$ cat src/rtl/derf_pkg.sv
// Shared types and constants of the dual echo ranger fusion unit.
`timescale 1ns / 1ps
package derf_pkg;

  // Echo width in us to distance in 1/64 cm: (us * DistScale) >> DistShift.
  localparam logic [16:0] DistScale = 17'd71932;
  localparam int unsigned DistShift = 16;

  localparam int unsigned QueueDepth = 2;
  localparam int unsigned CfgIdxW    = 3;
  localparam int unsigned CfgDataW   = 16;

  localparam logic [14:0] MinDistRst     = 15'd128;
  localparam logic [14:0] MaxDistRst     = 15'd25600;
  localparam logic [15:0] StaleLimitRst  = 16'd200;
  localparam logic [15:0] PingSpacingRst = 16'd30;
  localparam logic [14:0] EchoTimeoutRst = 15'd25000;

  typedef enum logic [CfgIdxW-1:0] {
    REG_MIN_DIST     = 3'd0,
    REG_MAX_DIST     = 3'd1,
    REG_STALE_LIMIT  = 3'd2,
    REG_PING_SPACING = 3'd3,
    REG_ECHO_TIMEOUT = 3'd4
  } derf_reg_e;

  typedef enum logic [2:0] {
    ST_IDLE,
    ST_SUM,
    ST_DIV,
    ST_EVAL
  } derf_state_e;

  typedef struct packed {
    logic [14:0] min_distance;
    logic [14:0] max_distance;
    logic [15:0] stale_limit_ms;
    logic [15:0] ping_spacing_ms;
    logic [14:0] echo_timeout_us;
  } derf_cfg_t;

  typedef struct packed {
    logic        action;
    logic [15:0] echo_duration_us;
  } derf_in_t;

  typedef struct packed {
    logic               accepted;
    logic               measured_channel;
    logic               in_range;
    logic [14:0]        channel_average;
    logic [14:0]        fused_distance;
    logic               any_fresh;
    logic [1:0]         fresh_mask;
    logic signed [15:0] spread;
  } derf_out_t;

  // Classified item handed from the front to the back.
  typedef struct packed {
    logic        echo;      // measurement taken (not a tick, not dropped)
    logic        in_range;  // echo within timeout and distance within limits, filter update needed
    logic [14:0] distance;
    logic [31:0] now_ms;
  } derf_cmd_t;

endpackage

$ cat src/rtl/derf_front.sv
// Front end: millisecond clock, ping spacing, timeout and distance conversion.
`timescale 1ns / 1ps
module derf_front
  import derf_pkg::*;
(
  input  logic      clk_i,
  input  logic      rst_ni,
  input  derf_cfg_t cfg_i,
  input  logic      in_valid_i,
  output logic      in_ready_o,
  input  derf_in_t  in_data_i,
  output logic      cmd_valid_o,
  input  logic      cmd_ready_i,
  output derf_cmd_t cmd_o
);

  logic [31:0] clock_q, clock_d;
  logic [31:0] last_ping_q, last_ping_d;
  logic        ping_seen_q, ping_seen_d;

  logic [32:0] product;
  logic [16:0] dist_full;
  logic [31:0] since_ping;
  logic        too_soon;
  logic        echo_ok;
  logic        take;

  assign take        = in_valid_i && cmd_ready_i;
  assign in_ready_o  = cmd_ready_i;
  assign cmd_valid_o = in_valid_i;

  assign product    = {17'd0, in_data_i.echo_duration_us} * {16'd0, DistScale};
  assign dist_full  = product[DistShift +: 17];
  assign since_ping = clock_q - last_ping_q;
  assign too_soon   = ping_seen_q && (since_ping < {16'd0, cfg_i.ping_spacing_ms});
  assign echo_ok    = (in_data_i.echo_duration_us != 16'd0) &&
                      (in_data_i.echo_duration_us <= {1'b0, cfg_i.echo_timeout_us});

  always_comb begin
    clock_d     = clock_q;
    last_ping_d = last_ping_q;
    ping_seen_d = ping_seen_q;
    cmd_o.echo     = 1'b0;
    cmd_o.in_range = 1'b0;
    cmd_o.distance = dist_full[14:0];
    cmd_o.now_ms   = clock_q;
    if (!in_data_i.action) begin
      cmd_o.now_ms = clock_q + 32'd1;
      if (take) begin
        clock_d = clock_q + 32'd1;
      end
    end else if (!too_soon) begin
      cmd_o.echo     = 1'b1;
      cmd_o.in_range = echo_ok && (dist_full >= {2'd0, cfg_i.min_distance}) &&
                       (dist_full <= {2'd0, cfg_i.max_distance});
      if (take) begin
        last_ping_d = clock_q;
        ping_seen_d = 1'b1;
      end
    end
  end

  always_ff @(posedge clk_i or negedge rst_ni) begin
    if (!rst_ni) begin
      clock_q     <= '0;
      last_ping_q <= '0;
      ping_seen_q <= 1'b0;
    end else begin
      clock_q     <= clock_d;
      last_ping_q <= last_ping_d;
      ping_seen_q <= ping_seen_d;
    end
  end

endmodule

$ cat src/rtl/derf_queue.sv
// Short queue of classified items between front and back.
`timescale 1ns / 1ps
module derf_queue
  import derf_pkg::*;
(
  input  logic      clk_i,
  input  logic      rst_ni,
  input  logic      push_valid_i,
  output logic      push_ready_o,
  input  derf_cmd_t push_data_i,
  output logic      pop_valid_o,
  input  logic      pop_ready_i,
  output derf_cmd_t pop_data_o
);

  localparam int unsigned PtrW = (QueueDepth > 1) ? $clog2(QueueDepth) : 1;
  localparam int unsigned CntW = $clog2(QueueDepth + 1);

  derf_cmd_t       slot_q [QueueDepth];
  logic [PtrW-1:0] wr_ptr_q, rd_ptr_q;
  logic [CntW-1:0] cnt_q;
  logic            push, pop;

  assign push_ready_o = (cnt_q != CntW'(QueueDepth));
  assign pop_valid_o  = (cnt_q != '0);
  assign pop_data_o   = slot_q[rd_ptr_q];
  assign push         = push_valid_i && push_ready_o;
  assign pop          = pop_valid_o && pop_ready_i;

  always_ff @(posedge clk_i) begin
    if (push) begin
      slot_q[wr_ptr_q] <= push_data_i;
    end
  end

  always_ff @(posedge clk_i or negedge rst_ni) begin
    if (!rst_ni) begin
      wr_ptr_q <= '0;
      rd_ptr_q <= '0;
      cnt_q    <= '0;
    end else begin
      if (push) begin
        wr_ptr_q <= (wr_ptr_q == PtrW'(QueueDepth - 1)) ? '0 : wr_ptr_q + PtrW'(1);
      end
      if (pop) begin
        rd_ptr_q <= (rd_ptr_q == PtrW'(QueueDepth - 1)) ? '0 : rd_ptr_q + PtrW'(1);
      end
      if (push && !pop) begin
        cnt_q <= cnt_q + CntW'(1);
      end else if (pop && !push) begin
        cnt_q <= cnt_q - CntW'(1);
      end
    end
  end

`ifndef SYNTH
  a_cnt_bound : assert property (@(posedge clk_i) disable iff (!rst_ni)
    cnt_q <= CntW'(QueueDepth))
    else $error("queue count beyond depth");

  a_drain : assert property (@(posedge clk_i) disable iff (!rst_ni)
    (pop && !push && cnt_q == CntW'(1)) |=> !pop_valid_o)
    else $error("queue not empty after last item left");
`endif

endmodule

$ cat src/rtl/derf_back.sv
// Back end: window filter, serial average, freshness, fusion and result register.
`timescale 1ns / 1ps
module derf_back
  import derf_pkg::*;
#(
  parameter int unsigned CHANNELS     = 2,
  parameter int unsigned WINDOW_DEPTH = 4
) (
  input  logic      clk_i,
  input  logic      rst_ni,
  input  derf_cfg_t cfg_i,
  input  logic      cmd_valid_i,
  output logic      cmd_ready_o,
  input  derf_cmd_t cmd_i,
  output logic      out_valid_o,
  input  logic      out_ready_i,
  output derf_out_t out_data_o
);

  localparam int unsigned ChW  = $clog2(CHANNELS);
  localparam int unsigned PosW = (WINDOW_DEPTH > 1) ? $clog2(WINDOW_DEPTH) : 1;
  localparam int unsigned CntW = $clog2(WINDOW_DEPTH + 1);
  localparam int unsigned AddrW = $clog2(CHANNELS * WINDOW_DEPTH);
  localparam int unsigned SumW = 15 + CntW;
  localparam int unsigned StepW = $clog2(SumW + 1);

  derf_state_e state_q, state_d;
  derf_cmd_t   cmd_q, cmd_d;

  logic [ChW-1:0]   ch_q, ch_d;
  logic [PosW-1:0]  pos_q [CHANNELS];
  logic [PosW-1:0]  pos_d [CHANNELS];
  logic             filled_q [CHANNELS];
  logic             filled_d [CHANNELS];
  logic [14:0]      filt_q [CHANNELS];
  logic [14:0]      filt_d [CHANNELS];
  logic [31:0]      lv_q [CHANNELS];
  logic [31:0]      lv_d [CHANNELS];
  logic [14:0]      held_q, held_d;

  logic [CntW-1:0]  count_q, count_d;
  logic [CntW-1:0]  k_q, k_d;
  logic [SumW-1:0]  acc_q, acc_d;
  logic [SumW-1:0]  num_q, num_d;
  logic [CntW-1:0]  rem_q, rem_d;
  logic [StepW-1:0] step_q, step_d;

  logic             out_valid_q, out_valid_d;
  derf_out_t        out_q, out_d;

  logic [14:0]      mem [CHANNELS * WINDOW_DEPTH];
  logic [14:0]      rdata_q;
  logic             mem_we, mem_re;
  logic [AddrW-1:0] mem_base, mem_wa, mem_ra;

  logic [PosW-1:0]  pos_new;
  logic             filled_new;
  logic [CntW:0]    rem_sh;
  logic             rem_ge;
  logic [CHANNELS-1:0] fresh;
  logic [31:0]      age;
  logic             found;
  logic [14:0]      best;
  logic [14:0]      diff01;
  logic             load_out;

  assign out_valid_o = out_valid_q;
  assign out_data_o  = out_q;
  assign cmd_ready_o = (state_q == ST_IDLE);

  assign mem_base = AddrW'(AddrW'(ch_q) * AddrW'(WINDOW_DEPTH));
  assign mem_wa   = mem_base + AddrW'(pos_q[ch_q]);
  assign mem_ra   = mem_base + AddrW'(k_q);

  assign pos_new    = (pos_q[ch_q] == PosW'(WINDOW_DEPTH - 1)) ? '0 : pos_q[ch_q] + PosW'(1);
  assign filled_new = filled_q[ch_q] || (pos_new == '0);

  assign rem_sh = {rem_q, num_q[SumW-1]};
  assign rem_ge = (rem_sh >= {1'b0, count_q});

  // Freshness and fused minimum over the state as it stands in ST_EVAL.
  always_comb begin
    found = 1'b0;
    best  = '0;
    age   = '0;
    for (int unsigned c = 0; c < CHANNELS; c++) begin
      age      = cmd_q.now_ms - lv_q[c];
      fresh[c] = (lv_q[c] != 32'd0) && (age <= {16'd0, cfg_i.stale_limit_ms});
      if (fresh[c] && (!found || filt_q[c] < best)) begin
        best  = filt_q[c];
        found = 1'b1;
      end
    end
  end

  assign diff01 = (filt_q[0] > filt_q[1]) ? filt_q[0] - filt_q[1] : filt_q[1] - filt_q[0];

  always_comb begin
    state_d     = state_q;
    cmd_d       = cmd_q;
    ch_d        = ch_q;
    pos_d       = pos_q;
    filled_d    = filled_q;
    filt_d      = filt_q;
    lv_d        = lv_q;
    held_d      = held_q;
    count_d     = count_q;
    k_d         = k_q;
    acc_d       = acc_q;
    num_d       = num_q;
    rem_d       = rem_q;
    step_d      = step_q;
    out_valid_d = out_valid_q;
    out_d       = out_q;
    mem_we      = 1'b0;
    mem_re      = 1'b0;
    load_out    = 1'b0;

    if (out_valid_q && out_ready_i) begin
      out_valid_d = 1'b0;
    end

    case (state_q)
      ST_IDLE: begin
        if (cmd_valid_i) begin
          cmd_d = cmd_i;
          if (cmd_i.echo && cmd_i.in_range) begin
            // Write the new sample, then sum the entries written so far.
            mem_we         = 1'b1;
            pos_d[ch_q]    = pos_new;
            filled_d[ch_q] = filled_new;
            count_d        = filled_new ? CntW'(WINDOW_DEPTH) : CntW'(pos_new);
            k_d            = '0;
            acc_d          = '0;
            state_d        = ST_SUM;
          end else begin
            state_d = ST_EVAL;
          end
        end
      end
      ST_SUM: begin
        mem_re = (k_q < count_q);
        if (k_q != '0) begin
          acc_d = acc_q + SumW'(rdata_q);
        end
        if (k_q == count_q) begin
          num_d   = acc_q + SumW'(rdata_q);
          rem_d   = '0;
          step_d  = '0;
          state_d = ST_DIV;
        end else begin
          k_d = k_q + CntW'(1);
        end
      end
      ST_DIV: begin
        // Restoring divide, one quotient bit a cycle.
        rem_d  = rem_ge ? CntW'(rem_sh - {1'b0, count_q}) : rem_sh[CntW-1:0];
        num_d  = {num_q[SumW-2:0], rem_ge};
        step_d = step_q + StepW'(1);
        if (step_q == StepW'(SumW - 1)) begin
          filt_d[ch_q] = num_d[14:0];
          lv_d[ch_q]   = (cmd_q.now_ms != 32'd0) ? cmd_q.now_ms : 32'd1;
          state_d      = ST_EVAL;
        end
      end
      ST_EVAL: begin
        if (!out_valid_q || out_ready_i) begin
          load_out                = 1'b1;
          out_valid_d             = 1'b1;
          out_d.accepted          = cmd_q.echo;
          out_d.measured_channel  = cmd_q.echo ? ch_q[0] : 1'b0;
          out_d.in_range          = cmd_q.echo && cmd_q.in_range;
          out_d.channel_average   = cmd_q.echo ? filt_q[ch_q] : '0;
          out_d.fused_distance    = (cmd_q.echo && found) ? best : held_q;
          out_d.any_fresh         = |fresh;
          out_d.fresh_mask        = fresh[1:0];
          out_d.spread            = (fresh[0] && fresh[1]) ? signed'({1'b0, diff01})
                                                           : -16'sd1;
          if (cmd_q.echo) begin
            if (found) begin
              held_d = best;
            end
            ch_d = (ch_q == ChW'(CHANNELS - 1)) ? '0 : ch_q + ChW'(1);
          end
          state_d = ST_IDLE;
        end
      end
      default: begin
        state_d = ST_IDLE;
      end
    endcase
  end

  always_ff @(posedge clk_i) begin
    if (mem_we) begin
      mem[mem_wa] <= cmd_i.distance;
    end
    if (mem_re) begin
      rdata_q <= mem[mem_ra];
    end
  end

  always_ff @(posedge clk_i) begin
    cmd_q   <= cmd_d;
    count_q <= count_d;
    acc_q   <= acc_d;
    num_q   <= num_d;
    rem_q   <= rem_d;
    out_q   <= out_d;
  end

  always_ff @(posedge clk_i or negedge rst_ni) begin
    if (!rst_ni) begin
      state_q     <= ST_IDLE;
      ch_q        <= '0;
      held_q      <= '0;
      k_q         <= '0;
      step_q      <= '0;
      out_valid_q <= 1'b0;
      for (int unsigned c = 0; c < CHANNELS; c++) begin
        pos_q[c]    <= '0;
        filled_q[c] <= 1'b0;
        filt_q[c]   <= '0;
        lv_q[c]     <= '0;
      end
    end else begin
      state_q     <= state_d;
      ch_q        <= ch_d;
      held_q      <= held_d;
      k_q         <= k_d;
      step_q      <= step_d;
      out_valid_q <= out_valid_d;
      pos_q       <= pos_d;
      filled_q    <= filled_d;
      filt_q      <= filt_d;
      lv_q        <= lv_d;
    end
  end

`ifndef SYNTH
  a_div_count : assert property (@(posedge clk_i) disable iff (!rst_ni)
    (state_q == ST_DIV || state_q == ST_SUM) |-> (count_q != '0 &&
      count_q <= CntW'(WINDOW_DEPTH)))
    else $error("window count out of range during average");

  a_chan_bound : assert property (@(posedge clk_i) disable iff (!rst_ni)
    ch_q <= ChW'(CHANNELS - 1))
    else $error("active channel beyond channel count");

  a_load_from_eval : assert property (@(posedge clk_i) disable iff (!rst_ni)
    $rose(out_valid_q) |-> $past(state_q == ST_EVAL))
    else $error("result loaded outside evaluation step");

  a_eval_returns : assert property (@(posedge clk_i) disable iff (!rst_ni)
    (state_q == ST_EVAL && load_out) |=> (state_q == ST_IDLE))
    else $error("sequencer did not return to idle after result");
`endif

endmodule

$ cat src/rtl/dual_echo_ranger_fusion_unit.sv
// Top level of the dual echo ranger fusion unit: config registers, front, queue, back.
// Timing: the queue registers each item; the back takes one only in ST_IDLE, and a tick or
//   an echo without a filter update goes straight to ST_EVAL; an in-range echo runs ST_SUM
//   and ST_DIV first. ST_EVAL registers the result once the output register is free; the back
//   sequencer (window sum, serial divide) sets the pace, the queue absorbs bursts.
// Reset: config registers take their reset values, control and filter state clear; the
//   window memory is not cleared, entries are read only after written.
`timescale 1ns / 1ps
module dual_echo_ranger_fusion_unit
  import derf_pkg::*;
#(
  parameter int unsigned CHANNELS     = 2,
  parameter int unsigned WINDOW_DEPTH = 4
) (
  input  logic                clk_i,
  input  logic                rst_ni,
  input  logic                cfg_we_i,
  input  logic [CfgIdxW-1:0]  cfg_idx_i,
  input  logic [CfgDataW-1:0] cfg_wdata_i,
  input  logic                in_valid_i,
  output logic                in_ready_o,
  input  derf_in_t            in_data_i,
  output logic                out_valid_o,
  input  logic                out_ready_i,
  output derf_out_t           out_data_o
);

  derf_cfg_t cfg_q;

  logic      f2q_valid, f2q_ready;
  derf_cmd_t f2q_cmd;
  logic      q2b_valid, q2b_ready;
  derf_cmd_t q2b_cmd;

  // Configuration registers; writes to unknown indexes drop silently.
  always_ff @(posedge clk_i or negedge rst_ni) begin
    if (!rst_ni) begin
      cfg_q.min_distance    <= MinDistRst;
      cfg_q.max_distance    <= MaxDistRst;
      cfg_q.stale_limit_ms  <= StaleLimitRst;
      cfg_q.ping_spacing_ms <= PingSpacingRst;
      cfg_q.echo_timeout_us <= EchoTimeoutRst;
    end else if (cfg_we_i) begin
      case (derf_reg_e'(cfg_idx_i))
        REG_MIN_DIST:     cfg_q.min_distance    <= cfg_wdata_i[14:0];
        REG_MAX_DIST:     cfg_q.max_distance    <= cfg_wdata_i[14:0];
        REG_STALE_LIMIT:  cfg_q.stale_limit_ms  <= cfg_wdata_i;
        REG_PING_SPACING: cfg_q.ping_spacing_ms <= cfg_wdata_i;
        REG_ECHO_TIMEOUT: cfg_q.echo_timeout_us <= cfg_wdata_i[14:0];
        default: begin
        end
      endcase
    end
  end

  // Front: advance the ms clock, drop echoes that come too soon, convert and classify.
  derf_front u_front (
    .clk_i       (clk_i),
    .rst_ni      (rst_ni),
    .cfg_i       (cfg_q),
    .in_valid_i  (in_valid_i),
    .in_ready_o  (in_ready_o),
    .in_data_i   (in_data_i),
    .cmd_valid_o (f2q_valid),
    .cmd_ready_i (f2q_ready),
    .cmd_o       (f2q_cmd)
  );

  // Hold classified items while the back is busy averaging or waiting to hand on a result.
  derf_queue u_queue (
    .clk_i        (clk_i),
    .rst_ni       (rst_ni),
    .push_valid_i (f2q_valid),
    .push_ready_o (f2q_ready),
    .push_data_i  (f2q_cmd),
    .pop_valid_o  (q2b_valid),
    .pop_ready_i  (q2b_ready),
    .pop_data_o   (q2b_cmd)
  );

  // Back: update the window, average, evaluate freshness and fusion, register the item.
  derf_back #(
    .CHANNELS     (CHANNELS),
    .WINDOW_DEPTH (WINDOW_DEPTH)
  ) u_back (
    .clk_i       (clk_i),
    .rst_ni      (rst_ni),
    .cfg_i       (cfg_q),
    .cmd_valid_i (q2b_valid),
    .cmd_ready_o (q2b_ready),
    .cmd_i       (q2b_cmd),
    .out_valid_o (out_valid_o),
    .out_ready_i (out_ready_i),
    .out_data_o  (out_data_o)
  );

endmodule

$ cat config.mk
export PLATFORM = sky130hd
export DESIGN_NAME = dual_echo_ranger_fusion_unit
export DESIGN_NICKNAME = d
export VERILOG_FILES = /design/src/rtl/derf_pkg.sv /design/src/rtl/derf_front.sv /design/src/rtl/derf_queue.sv /design/src/rtl/derf_back.sv /design/src/rtl/dual_echo_ranger_fusion_unit.sv
export SDC_FILE = /design/constraint.sdc
export NUM_CORES = 1
export LEC_CHECK = 0
export ABC_AREA = 1
export BUFFER_PORTS_ARGS = -buffer_cell sky130_fd_sc_hd__buf_2
export CAP_MARGIN = 25
export CORE_MARGIN = 2
export CORE_UTILIZATION = 35
export DETAILED_ROUTE_END_ITERATION = 10
export SYNTH_ARGS = -nofsm -noshare
export SYNTH_HDL_FRONTEND = slang
export SYNTH_SLANG_ARGS = --single-unit
$ cat constraint.sdc
create_clock -name clk_i -period 6.5 [get_ports clk_i]
set_input_delay 0.65 -clock clk_i [delete_from_list [all_inputs] [get_ports clk_i]]
set_output_delay 0.65 -clock clk_i [all_outputs]
set_load 0.01 [all_outputs]
# Word level (Yosys, flattened, before mapping)
# Memories as Yosys holds them, arrays and structs flattened. A register that Yosys moved wholly into a read port is not among the register bits.
# Index checks and enable logic that the tools add are counted.
# classes
order_cmp,12
shift,0
div,0
n_bitwise,3
multipliers,1
muxes,71
add_sub_neg,18
n_eq_ne,18
n_reduce_logical,54
# op_table
operator,n
2-to-1 mux 15 bit,8
2-to-1 mux 32 bit,3
nonzero test 32 bit,3
subtractor 32 bit,3
2-to-1 mux 18 bit,4
one-hot mux 18 bit (2 select lines),2
bitwise mux 64 bit,1
<= comparator 32 x 16 -> 1 bit,2
adder 32 x 1 -> 32 bit (second input constant),1
demux 32 bit (select 1 bit),1
less-than comparator 32 x 16 -> 1 bit,1
multiplier 16 x 15 -> 31 bit (second input constant),1
bitwise mux 30 bit,1
2-to-1 mux 3 bit,10
subtractor 15 bit,2
2-to-1 mux 1 bit,20
2-to-1 mux 2 bit,10
AND reduction 2 bit,10
adder 18 x 15 -> 18 bit,1
greater-or-equal comparator 17 x 15 -> 1 bit,1
<= comparator 17 x 15 -> 1 bit,1
logical AND 1 bit,17
<= comparator 16 x 15 -> 1 bit,1
2-to-1 mux 16 bit,1
43 further kinds,72
# word_totals
ram_bits,218
latchBits,0
register_bits,402
n_memories,2
input_bits,41
out_inout_bits,54
romBits,0
# mem_list
name,depth,word_bits,read_ports,rd_clocked_by_memory_dff,write_ports,line,text
u_back.mem,8,15,1,1,1,derf_back.sv:51,logic [14:0] mem [CHANNELS * WINDOW_DEPTH];
u_queue.slot_q,2,49,1,0,1,derf_queue.sv:19,derf_cmd_t slot_q [QueueDepth];

# Depth between registers and ports, before layout
# logic_depth
ltp_word,10
ltp_mapped,42
depth_no_buf,40

# Modules after synthesis
# A second synthesis with hierarchy kept.
# hier_totals
cells_unflattened,5142
area_unflattened_um2,42602.1
# by_module_without_submodules
mod,cells_per_inst,n_inst,area_per_inst_um2
derf_back,2721,1,23102.2
derf_front,1792,1,12543.3
derf_queue,285,1,3866.2
dual_echo_ranger_fusion_unit,344,1,3090.5

# Worst setup path after synthesis
# Ideal clock, no wire load.
# synth_timing
path_kind,input-to-reg
startpoint,input in_data_i[10] (netlist bit)
endpoint,memory u_queue.slot_q[0][47] (netlist bit) (data pin)
setup_ns,0.148
t_required_ns,6.352
path_slack_ns,-0.342
cell_stages,28
arrival_time_ns,6.694
path_cell_list,fa_1 inv_1 fa_1 inv_1 ha_1 inv_1 fa_1 inv_1 fa_1 inv_1 fa_1 inv_1 ha_1 a21oi_1 o21ai_0 a31oi_1 o21ai_0 a21boi_0 o21ai_0 xor2_1 ha_1 nand2_1 or4_1 o211ai_1 nand3_1 nor2_1 nand4_1 nor2_1
# synth_lines
element,line,text
from (decl),dual_echo_ranger_fusion_unit.sv:22,"input derf_in_t in_data_i,"
to (decl),derf_queue.sv:19,

==> qor.yml <==
setup_path:
  crit_path_max_fanout: 4
  arrival_ns: 6.84
  setup.worst_path.class: "input pin to flip-flop"
  critical-path-max-stage-delay_ns: 0.57
  rrSetupSlack_ns: 0.39
  slowest_stage: "fa_1"
  critical_path_required_ns: 6.97
  critPathCaptureType: "flip-flop"
  worstSetupStartpointType: "input pin"
cts:
  cts_tree: "done"
  h-tree-depth: 3
  cts_num_sinks: 634
  insertion_delay_ns: 0.65
  cts_hold_buf: 0
  cts_max_path_buffers: 3
  cts.clk_slew.worst_paths_ns: 0.06
  cts_root_buf: "clkbuf_16"
  cts_made_buffers: 73
drt:
  route.vias.total: 31291
  drc: 0
  vias_per_cell: 4.88
  drt-pass1-iter-count: 6
  ant_nets: 0
  wl_per_cell_um: 16.4
  drt_iter0_drc: 1798
  totalWireLength_um: 105000
finish:
  mostFrequentLayoutCell: "nand2_1"
  postLayoutCoreUtil_pct: 40.5
  syn_to_final_growth_pct: 15.1
  n_antenna_cell: 0
  layout_common_cells: "nand2_1 (982), inv_1 (701), o21ai_0 (423)"
  drive_above_1_share_pct: 11.6
  finalNetCount: 5339
  fillCellCount: 11539
synth:
  ys_seq_elements: 634
  syn_area_mm2: 0.0407
  synth.area.top_cells: "edfxtp_1 (27%), dfrtp_1 (16%), ha_1 (12%)"
  ys_types: 64
  synth_cells: 4634
  ys.flop_type: "edfxtp_1"
  ys_seq_area_share_pct: 43.5
  netlist.area_leader.share_pct: 26.6
  async_flop_share_pct: 43.1
  syn_area_per_cell_um2: 8.78
  synth-edff-count: 361
  yosysWarnings: 0
  synth.net_count: 5141
  yosysTopAreaCell: "edfxtp_1"
sta:
  fin_skew_ns: 0.0423
  slew_viol_final: 0
  finalSetupViolations: 0
  whs_ns: -0.00407
  fmax_mhz: 157
  rsz0062_at_grt: "yes"
  fin_crit_sh_pct: 98.0
  worstMarginPinSlew_ns: 1.00
  relSlewSlack_pct: 32.9
  finalHoldViolations: 1
  fin_crit_ns: 6.37
outcome:
  run_status: "finished with violations"
  violations: "negative hold slack"
floorplan:
  die-area_mm2: 0.119
  die_h_um: 345
  ios: 95
  initial_utilization_pct: 35.2
  rows: 125
  dieWidth_um: 345
  core_area_mm2: 0.116
global_route:
  grt.busiest_layer: "met2"
  grt_use_total_pct: 17.5
  grtUsageMet3_pct: 1.88
  gr-usage-met1_pct: 23.8
  grtUsageMet2_pct: 29.7
  grt_pass1_wl_um: 169000
  grt_max_degree: 114
  antenna_found_initial: 2
  grt_overflow: 0
  grt_pass1_vias: 31018
job:
  drv_cap: 0
placed_design:
  dpl.hpwl_um: 80700
  numPortBuffers: 94
  place_congestion: 0.920
min_path:
  min-delay-path-class: "input pin to asynchronous set/reset pin"
## area by class of cell
| type | instances | area (um^2) | share of cell area (%) |
|---|---|---|---|
| clock inverters | 31 | 433 | 0.924 |
| clock buffers | 105 | 2040 | 4.35 |
| well taps | 1524 | 1910 | 4.07 |
| flip-flops and latches | 634 | 17700 | 37.8 |
| inverters | 735 | 2770 | 5.92 |
| repair inverters | 1 | 5.00 | 0.0107 |
| multi-input cells | 3145 | 20300 | 43.3 |
| repair buffers | 242 | 1690 | 3.61 |
## kinds of logic (layout without fill, tap and decap cells)
family / count (synthesis) / count (layout) / synth area share [%]
fa+ha+maj: 466 / 466 / 15.8
simple gates: 1621 / 1621 / 16.4
buf+inv: 855 / 1114 / 8.01
mux: 57 / 57 / 1.57
flops: 634 / 634 / 43.5
compound gates: 846 / 846 / 11.3
xor+xnor: 155 / 155 / 3.38
## worst max-delay path, delay by kind of cell
| kind | cells | cell delay (ns) |
|---|---|---|
| buf+inv | 9 | 0.61 |
| xor+xnor | 1 | 0.14 |
| compound gates | 9 | 1.06 |
| simple gates | 9 | 0.84 |
| fa+ha+maj | 8 | 3.51 |
## path summary, 6_finish.rpt
path,from,to,cells past startpoint
min in group clk_i,cfg_wdata_i[15],cfg_q[30]$_DFFE_PN0P_,3
setup reg to reg,u_back.cmd_q[0]$_DFFE_PP_,u_back.out_data_o[21]$_DFFE_PP_,39
max in group asynchronous,rst_ni,u_queue.cnt_q[0]$_DFFE_PN0P_,2
setup / recovery,in_data_i[10],u_queue.slot_q[1][47]$_DFFE_PP_,36
hold / removal,rst_ni,u_back.lv_q[36]$_DFFE_PN0P_,1
hold reg to reg,u_back.filled_q[1]$_DFFE_PN0P_,u_back.filled_q[1]$_DFFE_PN0P_,2
## cell usage after synthesis, types with 19 or more instances
| cell | n |
|---|---|
| a21oi_1 | 236 |
| nand4_1 | 59 |
| dfrtp_1 | 256 |
| ha_1 | 386 |
| edfxtp_1 | 361 |
| xor2_1 | 111 |
| nor4_1 | 36 |
| o21ai_1 | 29 |
| nand2_1 | 985 |
| fa_1 | 80 |
| nor3_1 | 40 |
| o21ai_0 | 435 |
| xnor2_1 | 43 |
| mux2_2 | 56 |
| clkbuf_1 | 97 |
| nand3_1 | 110 |
| inv_1 | 714 |
| o22ai_1 | 19 |
| a31oi_1 | 31 |
| nor2_1 | 345 |
## stage by stage
stage	TNS, ns	hold WS (ns)	std cells	area, um^2	setup WS [ns]
floorplan	0	0.354	4634	40800	0.0131
global placement	-1.00	0.448	6265	43800	-0.500
detailed placement	-1.33	0.458	6268	43900	-0.666
CTS	0	0.0314	6405	46400	0.00292
global route	-0.317	0.0483	6417	46800	-0.155
finish	0	-0.00407	6417	46800	0.130
## registers in the layout, summed over array words and instances, names as in the netlist, 5 cells and up
register and cells:
u_back.acc_q 18, u_front.last_ping_q 32, u_back.step_q 5, u_back.lv_q 64
u_front.clock_q 32, u_back.num_q 18, u_back.out_data_o 52, u_back.rdata_q 15
u_back.cmd_q 34, u_queue.slot_q 98, u_back.filt_q 30, u_back.mem 120
u_back.held_q 15, cfg_q 77
## repair_timing
action | CTS | global route
setup buffers | 1 | 10
setup endpoints to repair | 2 | 32
resized for setup | 0 | 77
pin swaps | 2 | 59
cloned | 0 | 1
## layer usage
metal  part of all wire (%)  wire (um)
met5                  0.012         13
met4                    2.2       2300
met3                    3.5       3700
met2                     48      50000
met1                     47      49200
Power is not shown: default switching activity piles up to over one toggle a cycle in this logic, so the estimate is an artifact.
